--- src/hw/rtl/ssds_pkg.sv ---
`timescale 1ns / 1ps
// ----------------------------------------------------------------------------
// ssds_pkg
// Shared constants and helpers for the decimal seven-segment scanner:
// reciprocal multipliers for the decimal weights and the segment table.
// ----------------------------------------------------------------------------
package ssds_pkg;

	localparam int unsigned ValueWidth  = 16;
	localparam int unsigned SegWidth    = 7;
	localparam int unsigned SelWidth    = 4;
	localparam int unsigned DigitWidth  = 4;
	localparam int unsigned RecipWidth  = 17;
	localparam int unsigned ShiftWidth  = 5;
	localparam int unsigned ProdWidth   = ValueWidth + RecipWidth;
	localparam int unsigned Q10Width    = 13;
	localparam int unsigned WeightCount = 6;
	localparam int unsigned WidxWidth   = 3;

	typedef logic [ValueWidth-1:0] value_t;
	typedef logic [RecipWidth-1:0] recip_t;
	typedef logic [ShiftWidth-1:0] shift_t;
	typedef logic [SegWidth-1:0]   seg_t;
	typedef logic [DigitWidth-1:0] digit_t;

	// floor(x / d) == (x * RecipMul) >> RecipShift, exact for any 16-bit x.
	// Entries follow the weights 1, 10, 100, 1000, 10000, 100000; the last
	// one gives zero for every 16-bit x.
	localparam recip_t RecipMul [0:WeightCount-1] = '{
		17'd65536, 17'd104858, 17'd83887, 17'd67109, 17'd107375, 17'd0
	};
	localparam shift_t RecipShift [0:WeightCount-1] = '{
		5'd16, 5'd20, 5'd23, 5'd26, 5'd30, 5'd16
	};

	// Segment pattern, bit0 = a ... bit6 = g. Seven keeps segment f lit.
	function automatic seg_t seg_pattern(input digit_t d);
		seg_t s;
		case (d)
			4'd0: s = 7'h3f;
			4'd1: s = 7'h06;
			4'd2: s = 7'h5b;
			4'd3: s = 7'h4f;
			4'd4: s = 7'h66;
			4'd5: s = 7'h6d;
			4'd6: s = 7'h7d;
			4'd7: s = 7'h27;
			4'd8: s = 7'h7f;
			4'd9: s = 7'h6f;
			default: s = 7'h00;
		endcase
		return s;
	endfunction

endpackage

--- src/hw/rtl/ssds_scan_ctrl.sv ---
`timescale 1ns / 1ps
// ----------------------------------------------------------------------------
// ssds_scan_ctrl
// Holds the hold-count register, the tick counter and the current digit
// position; advances the position once the hold count is used up.
// ----------------------------------------------------------------------------
module ssds_scan_ctrl #(
	parameter int unsigned DIGIT_COUNT = 4,
	parameter int unsigned PosWidth    = 2
) (
	input  logic                             clk,
	input  logic                             arst_n,
	input  logic                             tick,
	input  logic                             cfg_we,
	input  logic [ssds_pkg::ValueWidth-1:0]  cfg_wdata,
	output logic [PosWidth-1:0]              pos
);

	logic [ssds_pkg::ValueWidth-1:0] hold_ticks_q;
	logic [ssds_pkg::ValueWidth-1:0] cnt_q;
	logic [PosWidth-1:0]             pos_q;
	logic [ssds_pkg::ValueWidth:0]   cnt_next;
	logic [ssds_pkg::ValueWidth:0]   limit;
	logic                            wrap;

	// A zero hold count behaves as one.
	assign cnt_next = {1'b0, cnt_q} + 17'd1;
	assign limit    = (hold_ticks_q == '0) ? 17'd1 : {1'b0, hold_ticks_q};
	assign wrap     = (cnt_next >= limit);
	assign pos      = pos_q;

	always_ff @(posedge clk or negedge arst_n) begin
		if (!arst_n) begin
			hold_ticks_q <= 16'd750;
			cnt_q        <= '0;
			pos_q        <= '0;
		end else begin
			if (cfg_we) begin
				hold_ticks_q <= cfg_wdata;
			end
			if (tick) begin
				if (wrap) begin
					cnt_q <= '0;
					if (pos_q == PosWidth'(DIGIT_COUNT - 1)) begin
						pos_q <= '0;
					end else begin
						pos_q <= pos_q + PosWidth'(1);
					end
				end else begin
					cnt_q <= cnt_next[ssds_pkg::ValueWidth-1:0];
				end
			end
		end
	end

endmodule

--- src/hw/rtl/seven_segment_decimal_scanner_core.sv ---
`timescale 1ns / 1ps
// ----------------------------------------------------------------------------
// seven_segment_decimal_scanner_core
// Decimal digit scanner for a multiplexed seven-segment display.
// ----------------------------------------------------------------------------
// An item accepted at a rising edge sits in the input register; its result then
// moves into the result register and is offered on m_axis.
// Throughput: one item per cycle while the sink takes results; the digit is found
// by short logic between the input and the result register, so no gap is needed.
// A stalled sink holds two items (input and result register) before tready drops.
// Reset clears both valid bits, the digit position and the tick counter,
// and loads the hold count with 750.
// ----------------------------------------------------------------------------
module seven_segment_decimal_scanner_core #(
	parameter int unsigned DIGIT_COUNT = 4
) (
	input  logic        clk,
	input  logic        arst_n,
	// Input item: [15:0] display_value
	input  logic        s_axis_tvalid,
	output logic        s_axis_tready,
	input  logic [15:0] s_axis_tdata,
	// Result item: [6:0] segments, [10:7] digit_select, [14:11] digit_shown,
	// [15] zero
	output logic        m_axis_tvalid,
	input  logic        m_axis_tready,
	output logic [15:0] m_axis_tdata,
	// Hold count register (ticks per digit)
	input  logic        cfg_we,
	input  logic [15:0] cfg_wdata
);

	localparam int unsigned PosWidth = (DIGIT_COUNT > 1) ? $clog2(DIGIT_COUNT) : 1;

	// ---------------------------------------------------------------- handshake
	logic ld_s1, ld_out;
	logic v_s1, out_valid_q;
	logic accept;

	// Each register takes new data when it is empty or its content moves on.
	assign ld_out        = !out_valid_q || m_axis_tready;
	assign ld_s1         = !v_s1 || ld_out;
	assign s_axis_tready = ld_s1;
	assign accept        = s_axis_tvalid && ld_s1;

	// ---------------------------------------------------------------- scan state
	logic [PosWidth-1:0] pos;

	ssds_scan_ctrl #(
		.DIGIT_COUNT (DIGIT_COUNT),
		.PosWidth    (PosWidth)
	) u_scan (
		.clk       (clk),
		.arst_n    (arst_n),
		.tick      (accept),
		.cfg_we    (cfg_we),
		.cfg_wdata (cfg_wdata),
		.pos       (pos)
	);

	// Select line of the current position; a fifth position has no line.
	logic [ssds_pkg::SelWidth-1:0] sel_d;
	assign sel_d = (32'(pos) < ssds_pkg::SelWidth) ?
		ssds_pkg::SelWidth'(4'b0001 << pos) : '0;

	// ---------------------------------------------------------------- stage 1
	// Capture the value together with the position it is shown at.
	ssds_pkg::value_t              value_s1;
	logic [PosWidth-1:0]           pos_s1;
	logic [ssds_pkg::SelWidth-1:0] sel_s1;

	always_ff @(posedge clk or negedge arst_n) begin
		if (!arst_n) begin
			v_s1 <= 1'b0;
		end else if (ld_s1) begin
			v_s1 <= s_axis_tvalid;
		end
	end

	always_ff @(posedge clk) begin
		if (accept) begin
			value_s1 <= s_axis_tdata;
			pos_s1   <= pos;
			sel_s1   <= sel_d;
		end
	end

	// ---------------------------------------------------------------- result
	// The first position is the most significant digit. Divide by the weight
	// of this position and, in parallel, by ten times that weight; both are
	// reciprocal multiplies. The digit is then
	// quotient - 10 * (quotient by ten times the weight).
	logic [ssds_pkg::WidxWidth-1:0] widx;
	logic [ssds_pkg::WidxWidth-1:0] widx_hi;
	logic [ssds_pkg::ProdWidth-1:0] quot_prod;
	logic [ssds_pkg::ProdWidth-1:0] hi_prod;
	ssds_pkg::value_t               quot_d;
	logic [ssds_pkg::Q10Width-1:0]  quot_hi_d;
	ssds_pkg::value_t               times10;
	ssds_pkg::value_t               rem_full;
	ssds_pkg::digit_t               digit_d;
	ssds_pkg::seg_t                 seg_q;
	logic [ssds_pkg::SelWidth-1:0]  sel_q;
	ssds_pkg::digit_t               digit_q;

	assign widx      = ssds_pkg::WidxWidth'(DIGIT_COUNT - 1)
		- ssds_pkg::WidxWidth'(pos_s1);
	assign widx_hi   = widx + ssds_pkg::WidxWidth'(1);
	assign quot_prod = {{ssds_pkg::RecipWidth{1'b0}}, value_s1}
		* {{ssds_pkg::ValueWidth{1'b0}}, ssds_pkg::RecipMul[widx]};
	assign hi_prod   = {{ssds_pkg::RecipWidth{1'b0}}, value_s1}
		* {{ssds_pkg::ValueWidth{1'b0}}, ssds_pkg::RecipMul[widx_hi]};
	assign quot_d    = ssds_pkg::ValueWidth'(quot_prod >> ssds_pkg::RecipShift[widx]);
	assign quot_hi_d = ssds_pkg::Q10Width'(hi_prod >> ssds_pkg::RecipShift[widx_hi]);

	assign times10  = ssds_pkg::ValueWidth'({quot_hi_d, 3'b000})
		+ ssds_pkg::ValueWidth'({quot_hi_d, 1'b0});
	assign rem_full = quot_d - times10;
	assign digit_d  = rem_full[ssds_pkg::DigitWidth-1:0];

	always_ff @(posedge clk or negedge arst_n) begin
		if (!arst_n) begin
			out_valid_q <= 1'b0;
		end else if (ld_out) begin
			out_valid_q <= v_s1;
		end
	end

	// Hold the result until the sink takes it.
	always_ff @(posedge clk) begin
		if (ld_out && v_s1) begin
			seg_q   <= ssds_pkg::seg_pattern(digit_d);
			sel_q   <= sel_s1;
			digit_q <= digit_d;
		end
	end

	assign m_axis_tvalid = out_valid_q;
	assign m_axis_tdata  = {1'b0, digit_q, sel_q, seg_q};

endmodule

--- config.mk ---
export PLATFORM = sky130hd
export DESIGN_NAME = seven_segment_decimal_scanner_core
export DESIGN_NICKNAME = d
export VERILOG_FILES = /design/src/hw/rtl/ssds_pkg.sv /design/src/hw/rtl/ssds_scan_ctrl.sv /design/src/hw/rtl/seven_segment_decimal_scanner_core.sv
export SDC_FILE = /design/constraint.sdc
export NUM_CORES = 1
export LEC_CHECK = 0
export ABC_CLOCK_PERIOD_IN_PS = 9700
export BUFFER_PORTS_ARGS = -buffer_cell sky130_fd_sc_hd__buf_2
export CORE_AREA = 2 2 328 168
export CTS_BUF_LIST = sky130_fd_sc_hd__clkbuf_2
export DETAILED_ROUTE_END_ITERATION = 16
export DIE_AREA = 0 0 330 170
export PLACE_DENSITY = 0.55
export SLEW_MARGIN = 20
export SYNTH_ARGS = -nofsm -noshare
export SYNTH_HDL_FRONTEND = slang
export SYNTH_SLANG_ARGS = --single-unit
--- constraint.sdc ---
create_clock -name clk -period 9.7 [get_ports clk]
set_input_delay 0.97 -clock clk [delete_from_list [all_inputs] [get_ports clk]]
set_output_delay 0.97 -clock clk [all_outputs]
set_load 0.01 [all_outputs]
# --- Word-level counts from Yosys, hierarchy flattened ---
# Memory sizes are Yosys's and may differ from the RTL's. A register that Yosys moved wholly into a read port is not among the register bits.
# Cells that the tools add are included.
classes:
  n_addsub: 6
  mul: 2
  n_lt_le_gt_ge: 3
  n_eq_ne: 1
  shifts: 3
  n_mux: 11
  bitwise_logic: 2
  n_reduce_logical: 8
ops:
  columns: ["op", "count"]
  rows:
  - ["$mux 17", 4]
  - ["$mul 16x17->33", 2]
  - ["$shr 33x5->3", 1]
  - ["$shr 33x5->4", 1]
  - ["$mux 16", 2]
  - ["$mux 5", 4]
  - ["$add 16x1->17 const B", 1]
  - ["$ge 17x17->1", 1]
  - ["$logic_not 16->1", 1]
  - ["$ge 4x4->1 const B", 2]
  - ["$not 3->4", 2]
  - ["$add 4x4->4", 1]
  - ["$shl 1x2->4 const A", 1]
  - ["$sub 4x4->4", 1]
  - ["$add 3x1->3 const B", 1]
  - ["$sub 2x2->3 const A", 1]
  - ["$add 2x1->2 const B", 1]
  - ["$eq 2x2->1 const B", 1]
  - ["$logic_and 1x1->1", 2]
  - ["$logic_not 1->1", 2]
  - ["$logic_or 1x1->1", 2]
  - ["$mux 2", 1]
  - ["$reduce_and 2->1", 1]
totals:
  register_bits: 66
  rom_bits: 464
  in_bits: 37
  output_inout_bits: 18
  elab_cells: 51
  memories: 5
mem_list:
  columns: ["name", "words", "width", "read_ports", "rd_ports_with_merged_regs", "wr", "line", "source"]
  rows:
  - ["(name not given)", 8, 17, 1, 0, 0, "seven_segment_decimal_scanner_core.sv:112", "* {{ssds_pkg::ValueWidth{1'b0}}, ssds_pkg::RecipMul[widx_hi]};"]
  - ["(name not given)", 8, 17, 1, 0, 0, "seven_segment_decimal_scanner_core.sv:110", "* {{ssds_pkg::ValueWidth{1'b0}}, ssds_pkg::RecipMul[widx]};"]
  - ["(name not given)", 16, 7, 1, 1, 0, "ssds_pkg.sv:39", "case (d)"]
  - ["(name not given)", 8, 5, 1, 0, 0, "seven_segment_decimal_scanner_core.sv:114", "assign quot_hi_d = ssds_pkg::Q10Width'(hi_prod >> ssds_pkg::RecipShift[widx_hi]);"]
  - ["(name not given)", 8, 5, 1, 0, 0, "seven_segment_decimal_scanner_core.sv:113", "assign quot_d = ssds_pkg::ValueWidth'(quot_prod >> ssds_pkg::RecipShift[widx]);"]

# --- Longest topological paths before layout ---
# Gate-level depths: netlist (run 1).
depth:
  depth_word: 10
  ltp_mapped: 39
  depth_no_buf: 34

# --- Hierarchy ---
# From an unflattened synthesis (run 1), not the netlist that was laid out.
hier_totals:
  hier_cells: 2238
  hier_area_um2: 20594.8
by_module_without_submodules:
  columns: ["mod", "instances", "cells_per_inst", "area_each_um2", "seq_area_each_um2"]
  rows:
  - ["seven_segment_decimal_scanner_core", 1, 2012, 18497.7, 1161.1]
  - ["ssds_scan_ctrl", 1, 226, 2097.0, 859.6]

# --- Worst setup path before layout (run 1) ---
# Ideal clock, no wire load.
synth_path:
  path_kind: "register to register"
  startpoint: "register pos_s1[1]"
  endpoint: "register seg_q[6] (data pin)"
  setup_ns: 0.268
  arrival_time_ns: 8.959
  required_ns: 9.432
  slack_ns: 0.473
  stages_incl_launch_ff: 36
  path_buffers: 5
  period_less_slack_ns: 9.227
  cell_sequence: "edfxtp_1 -> inv_1 -> clkbuf_1 -> clkbuf_1 -> ha_1 -> clkbuf_1 -> buf_1 -> buf_1 -> nand2_1 -> fa_1 -> fa_1 -> inv_1 -> fa_1 -> inv_1 -> fa_1 -> inv_1 -> fa_1 -> inv_1 -> fa_1 -> inv_1 -> ha_1 -> a21oi_1 -> nor2_1 -> a311oi_4 -> o31ai_2 -> a41oi_2 -> xnor2_1 -> o21ai_0 -> mux4_2 -> nand2_1 -> o21ai_0 -> ha_1 -> xor2_1 -> nand2_1 -> nand2_1 -> mux2i_1"
synth_between:
  elab_chain_len: 10
synth_rtl:
  columns: ["item", "line", "source"]
  rows:
  - ["start: declaration", "seven_segment_decimal_scanner_core.sv:69", "logic [PosWidth-1:0] pos_s1;"]
  - ["start signal: assignment", "seven_segment_decimal_scanner_core.sv:83", "pos_s1 <= pos;"]
  - ["$sub 2x2->3 (*)", "seven_segment_decimal_scanner_core.sv:107", "- ssds_pkg::WidxWidth'(pos_s1);"]
  - ["$add 3x1->3", "seven_segment_decimal_scanner_core.sv:108", "assign widx_hi = widx + ssds_pkg::WidxWidth'(1);"]
  - ["$not 3->4 (not written as such)", "seven_segment_decimal_scanner_core.sv:112, seven_segment_decimal_scanner_core.sv:114", null]
  - ["$mem_v2 8x17", null, null]
  - ["$mux 17 (not written as such) (2 in a row)", "seven_segment_decimal_scanner_core.sv:112", null]
  - ["$mul 16x17->33", "seven_segment_decimal_scanner_core.sv:112", null]
  - ["$shr 33x5->3", "seven_segment_decimal_scanner_core.sv:114", null]
  - ["$add 4x4->4", "seven_segment_decimal_scanner_core.sv:117", "+ ssds_pkg::ValueWidth'({quot_hi_d, 1'b0});"]
  - ["$sub 4x4->4 (*)", "seven_segment_decimal_scanner_core.sv:118", "assign rem_full = quot_d - times10;"]
  - ["end: declaration", "seven_segment_decimal_scanner_core.sv:102", "ssds_pkg::seg_t seg_q;"]
# Mark *: on every way between the ends. The rest lies on a longest branch, timed or not. The select of a mux whose other input is x is not followed.
# A chain may end at the register's enable or synchronous reset.

# --- Worst setup path in the final report (run 1) ---
# Same ends and word-level chain as after synthesis.

==> impl_results.md, run 1 <==
* Hold crit path type: input port to asynchronous set/reset pin
* I/O Pins at 55
* Max Cap Viol at 0
* CTS Sinks at 73
* Skew-Pair Late Insertion Delay at 0.73 ns
* Yosys Warn Count at 0
* Status: finished with violations
* Via count at 16460
* Asr flop ratio synth at between 40% and 50%
* Final Hold Viols at 0
* Most frequent cells in the layout: inv_1 (642), fa_1 (379), ha_1 (268)
* Ratio of cells with drive above 1 in the final layout at 7.538%
* Post-route minimum period at about 9.4 ns
* Compound-Gate Fraction of Synth Area at around 9.6%
* Adder-Cell Fraction of Synth Area at 52.03%
* First-pass GRT wire length at 103.8 mm
* Rel. slew slack at 26.53%
* DR WL/cell at 22.05 um
* Element type at the critical path start: flop
* Area growth, synth to finish at 7.073%
* Initial antenna violation count at 4
* Final Max Tran Viols at 0
* Crit path kind: flop to flop
* Setup_tns at 0 ns
* Gr usage total at 25.35%
* Clock buffer depth at 2
* Die width at 330 um
* Crit end category: flop
* Post-Route Utilization at 42.41%
* Final WL at between 60 and 70 mm
* Count of buffers from port buffering at 53
* Die height at 170 um
* Rows at 60
* Total global routing overflow at 0
* Vias per inst at 5.302
* Post-synth EDFFs at 37
* Hold WS at 0.2817 ns
* Antenna viol nets, final at 0
* Slowest CP cell: a31oi_1
* Clk_skew at 0.06795 ns
* Avg Inst Size Synth at 8.996 sq um
* FF+latch count, synth at 73
* Failing checks: DRC
* DRT Pass-1 Iters at 12
* Dominant synthesized flop cell: edfxtp_1
* Simple-gate share of the synthesized area at 12.07%
* Post-Synth XOR/XNOR Area at under 10%
* H-Tree Depth at 3
* Largest net degree at the start of global routing at 38
* GPL Wtd Cong at 1.051
* Finished Layout Cells at 3105
* Post-synthesis instance total at 2340
* Fillers at 5329
* Synth cell types at 89
* Cells after DPL at 3073
* Dpl hpwl at 59.65 mm
* TritonCTS clock tree: built
* Syn Std Cell Area at 0.02105 sq mm
* CP arrival at 9.83 ns
* RSZ-0062 raised after global routing: no
* Critical Path Max Stage Delay at 0.74 ns
* CTS Hold Bufs at 0
* Main combinational cell family by area after synthesis: adder cells
* Drc violations at 2
* Seq/Total Area, Yosys at 9.599%
* DRT iter0 DRCs at 1727
* Clk slew on worst S/H paths at 0.33 ns
* Period utilization at about 97%
* Initial Util at 39.61%
* CTS buffer count at 9
* Critical Path RT at 10.16 ns
* Final setup violation count at 0
* Post-synthesis mux area share at under 10%
* NumNets Final at 3068
* Post-Syn Nets at approximately 3000
* Fmax at 106.8 MHz
* Worst Tran Pin Value at 1.095 ns
* Core area at between 0.05 and 0.06 sq mm
* CP delay by family, top: adder cells
* CP bufs+invs at 10
* Most common cell after layout, fill and taps aside: inv_1
* Clk Tree Root Cell: clkbuf_2
* Vias in the first global route at between 15000 and 20000
* Critical Path Fanout Max at 24
* Full die area at 0.05610 sq mm
[registers in the layout, indices dropped and copies added, names as in the netlist]
register             flops
seg_q                    7
v_s1                     1
u_scan.hold_ticks_q     16
digit_q                  4
sel_q                    4
pos_s1                   2
sel_s1                   4
value_s1                16
u_scan.pos               2
u_scan.cnt_q            16
m_axis_tvalid            1
[kinds of logic after synthesis]
logic type	count (synthesis)
buffers and inverters	717
XOR/XNOR	48
adder cells (fa/ha/maj)	648
AND/OR/NAND/NOR	529
AO/OA/AOI/OAI	298
other	1
flip-flops	73
multiplexers	26
[Yosys cell counts (all sizes together), types with 21 or more instances]
cell type | n | area, sq um
inv | 643 | 2414
fa | 379 | 7587
ha | 269 | 3366
nand2 | 221 | 829.6
o21ai | 88 | 451.7
nor2 | 78 | 292.8
a21oi | 70 | 365.4
and2 | 53 | 331.6
clkbuf | 53 | 198.9
edfxtp | 37 | 1111
nand4 | 36 | 225.2
nand3 | 32 | 160.2
dfrtp | 29 | 725.7
xnor2 | 29 | 280.3
nor2b | 25 | 158.9
buf | 21 | 120.1
[layout make-up]
class                   count  area [sq um]  area share [%]
well taps                 713         892.1           3.958
flip-flops and latches     73          2021           8.965
repair buffers            106         676.9           3.003
inverters                 643          2417           10.72
clock inverters             7         107.6          0.4774
diodes                      4         10.01         0.04441
clock buffers               9         45.04          0.1998
multi-input cells        1550         16370           72.63
[per-stage QoR]
stage	area, sq um	setup slack, ns
after floorplan	21050	0.4731
after global placement	22200	0.1582
after detailed placement	22200	0.1385
after CTS	22360	0.01560
after global routing	22530	0.04813
final	22540	0.3351
[per-layer routing]
metal	vias to the layer above	wire (um)	GRT usage, %
met1	8228	35540	41.99
met4	4	233	1.416
li1	7420	-	-
met5	-	181	2.609
met3	31	10780	14.51
met2	780	21740	26.93
[what timing repair did]
item                       in CTS  in global routing
hold endpoints to repair        0                  0
setup endpoints to repair       0                  9
setup buffers                   0                 12
gates resized for setup         0                 14
[path summary, 6_finish.rpt]
kind,startpoint,end,slack [ns],cells after the start
worst max-delay path,pos_s1[1]$_DFFE_PP_,seg_q[6]$_DFFE_PP_,0.34,32
max in group asynchronous,arst_n,u_scan.cnt_q[1]$_DFFE_PN0P_,8.82,1
worst max register to register,pos_s1[1]$_DFFE_PP_,seg_q[6]$_DFFE_PP_,0.34,32
worst min register to register,sel_s1[1]$_SDFFCE_PP0P_,sel_q[1]$_DFFE_PP_,0.46,0
worst min-delay path,arst_n,u_scan.cnt_q[11]$_DFFE_PN0P_,0.28,1
min in group clk,s_axis_tdata[12],value_s1[12]$_DFFE_PP_,0.43,1
Power of run 1 is left out: the tool's default activity adds up to more than one toggle a clock period on the data nets, which glitch-free logic cannot reach.
==> run 2, diff against run 1 <==
BUFFER_PORTS_ARGS = -buffer_cell sky130_fd_sc_hd__clkbuf_2   (was -buffer_cell sky130_fd_sc_hd__buf_2)
SLEW_MARGIN = 40   (was 20)
==> run 2 against run 1 <==
  * The flow still finishes with violations (DRC)
  * Clock-buffer cell count unchanged
  * Non-clock buffer count decreased by 6
  * Utilization about the same
  * Die area unchanged
==> impl_results.md, run 2 (same netlist as run 1, synthesis figures left out) <==
* Total global routing overflow at 0 (unchanged)
* TritonCTS clock tree: built
* Skew-Pair Late Insertion Delay at 0.70 ns (-0.03 ns)
* Dpl hpwl at 59.45 mm (-0.34%)
* Full die area at 0.05610 sq mm (unchanged)
* Slowest CP cell: fa_1
* I/O Pins at 55 (unchanged)
* Most common cell after layout, fill and taps aside: inv_1
* CTS Sinks at 73 (unchanged)
* Critical Path Fanout Max at 25 (+4.2%)
* Worst path most repeated cell: fa_1
* Critical Path Max Stage Delay at 0.49 ns (-0.25 ns)
* Post-Route Utilization at 42.40% (about the same)
* Element type at the critical path start: flop
* CP arrival at 9.91 ns (+0.08 ns)
* Fin worst setup slack at 0.3218 ns (-0.01329 ns)
* Initial antenna violation count at 2 (-2)
* Clk slew on worst S/H paths at 0.32 ns (about the same)
* Count of buffers from port buffering at 53 (unchanged)
* Gr usage total at 25.04% (-0.31 points)
* Regs by FF count: u_scan.cnt_q: 16 flops, u_scan.hold_ticks_q: 16 flops, value_s1: 16 flops
* CTS buffer count at 9 (unchanged)
* Fmax at 106.6 MHz (-0.14%)
* Worst Tran Pin Value at 0.8576 ns (-0.2379 ns)
* GPL Wtd Cong at 1.092 (+3.9%)
* DRT iter0 DRCs at 1782 (+3.2%)
* Largest net degree at the start of global routing at 38 (unchanged)
* DRT Pass-1 Iters at 11 (-1)
* Final WL at 67.53 mm (-1.4%)
* Final Max Tran Viols at 0 (unchanged)
* Critical Path RT at 10.23 ns (+0.07 ns)
* Area growth, synth to finish at 7.043% (about the same)
* Crit path kind: flop to flop
* First-pass GRT wire length at 103.1 mm (-0.65%)
* Vias in the first global route at 16520 (+2.2%)
* Final setup violation count at 0 (unchanged)
* NumNets Final at 3062 (-0.20%)
* Vias per inst at 5.314 (+0.22%)
* Rel. slew slack at 42.74% (+16 points)
* DR WL/cell at 21.81 um (-1.1%)
* Setup WS pre-CTS at 0.2213 ns (+0.08275 ns)
* Status: finished with violations
* Via count at 16450 (-0.073%)
* Die width at 330 um (unchanged)
* Most frequent cells in the layout: inv_1 (642), fa_1 (379), ha_1 (267)
* Core area at 0.05315 sq mm (unchanged)
* Antenna viol nets, final at 0 (unchanged)
* Failing checks: DRC
* Max Cap Viol at 0 (unchanged)
* Post-route minimum period at 9.378 ns (+0.01329 ns)
* Period utilization at 96.68% (+0.14 points)
* Drc violations at 1 (-1)
* Rows at 60 (unchanged)
* H-Tree Depth at 3 (unchanged)
* Initial Util at 39.61% (unchanged)
* Final Hold Viols at 0 (unchanged)
* Hold crit path type: input port to asynchronous set/reset pin
* Crit end category: flop
* Clk_skew at 0.05954 ns (-0.008414 ns)
* Clock buffer depth at 2 (unchanged)
* Die height at 170 um (unchanged)
* Ratio of cells with drive above 1 in the final layout at 7.599% (+0.061 points)
* Clk Tree Root Cell: clkbuf_2
[run 2: cell count changes in the layout (fill, tap and decap cells not counted), moves of 3 or more]
cell,previous run,this run
clkbuf_2,9,61
buf_2,54,0
buf_4,50,45
diode_2,4,1
[run 2: path summary, 6_finish.rpt]
kind	start	to	slack, ns	cells after the start
worst max-delay path	pos_s1[1]$_DFFE_PP_	seg_q[3]$_DFFE_PP_	0.32	32
worst min-delay path	arst_n	u_scan.hold_ticks_q[8]$_DFFE_PN0P_	0.21	1
worst max register to register	pos_s1[1]$_DFFE_PP_	seg_q[3]$_DFFE_PP_	0.32	32
worst min register to register	sel_s1[3]$_SDFFCE_PN0P_	sel_q[3]$_DFFE_PP_	0.44	0
max in group asynchronous	arst_n	u_scan.hold_ticks_q[2]$_DFFE_PN1P_	9.04	1
min in group clk	s_axis_tdata[8]	value_s1[8]$_DFFE_PP_	0.41	1
[run 2: area by class of cell]
cell class / instances / area, sq um
diodes: 1 / 2.502
multi-input cells: 1550 / 16400
flip-flops and latches: 73 / 2021
inverters: 643 / 2417
fillers: 5343 / 30620
clock inverters: 7 / 107.6
clock buffers: 9 / 45.04
well taps: 713 / 892.1
repair buffers: 100 / 645.6
[run 2: worst max-delay path: cells and delay by family, from the launching register on]
family          cells  cell delay [ns]
fa+ha+maj           9             3.82
simple gates        4             0.55
mux                 2             0.65
flops               1             0.46
xor+xnor            2             0.38
buf+inv             8             1.40
compound gates      7             1.95
[run 2: timing repair]
action	4_1_cts	5_1_grt
endpoints found under the setup margin	0	9
setup buffers	0	5
hold buffers	0	0
gates resized for setup	0	17
[run 2: per-layer routing]
metal	up-vias	global-route usage, %	routed length (um)
li1	7407	-	-
met1	8221	41.72	35190
met2	789	26.95	21560
met3	30	13.25	10370
met4	4	1.928	279
met5	-	1.739	130
[run 2: metrics by stage]
| stage | setup TNS (ns) | instances | hold WS (ns) | area, sq um |
|---|---|---|---|---|
| CTS | 0 | 3090 | 0.1561 | 22370 |
| finish | 0 | 3096 | 0.2064 | 22530 |
| floorplan | 0 | 2340 | 0.4003 | 21050 |
| global placement | 0 | 3074 | 0.4045 | 22210 |
| global route | -0.05636 | 3096 | 0.1743 | 22530 |
| detailed placement | 0 | 3074 | 0.4065 | 22210 |
Power of run 2 is left out for the same reason.
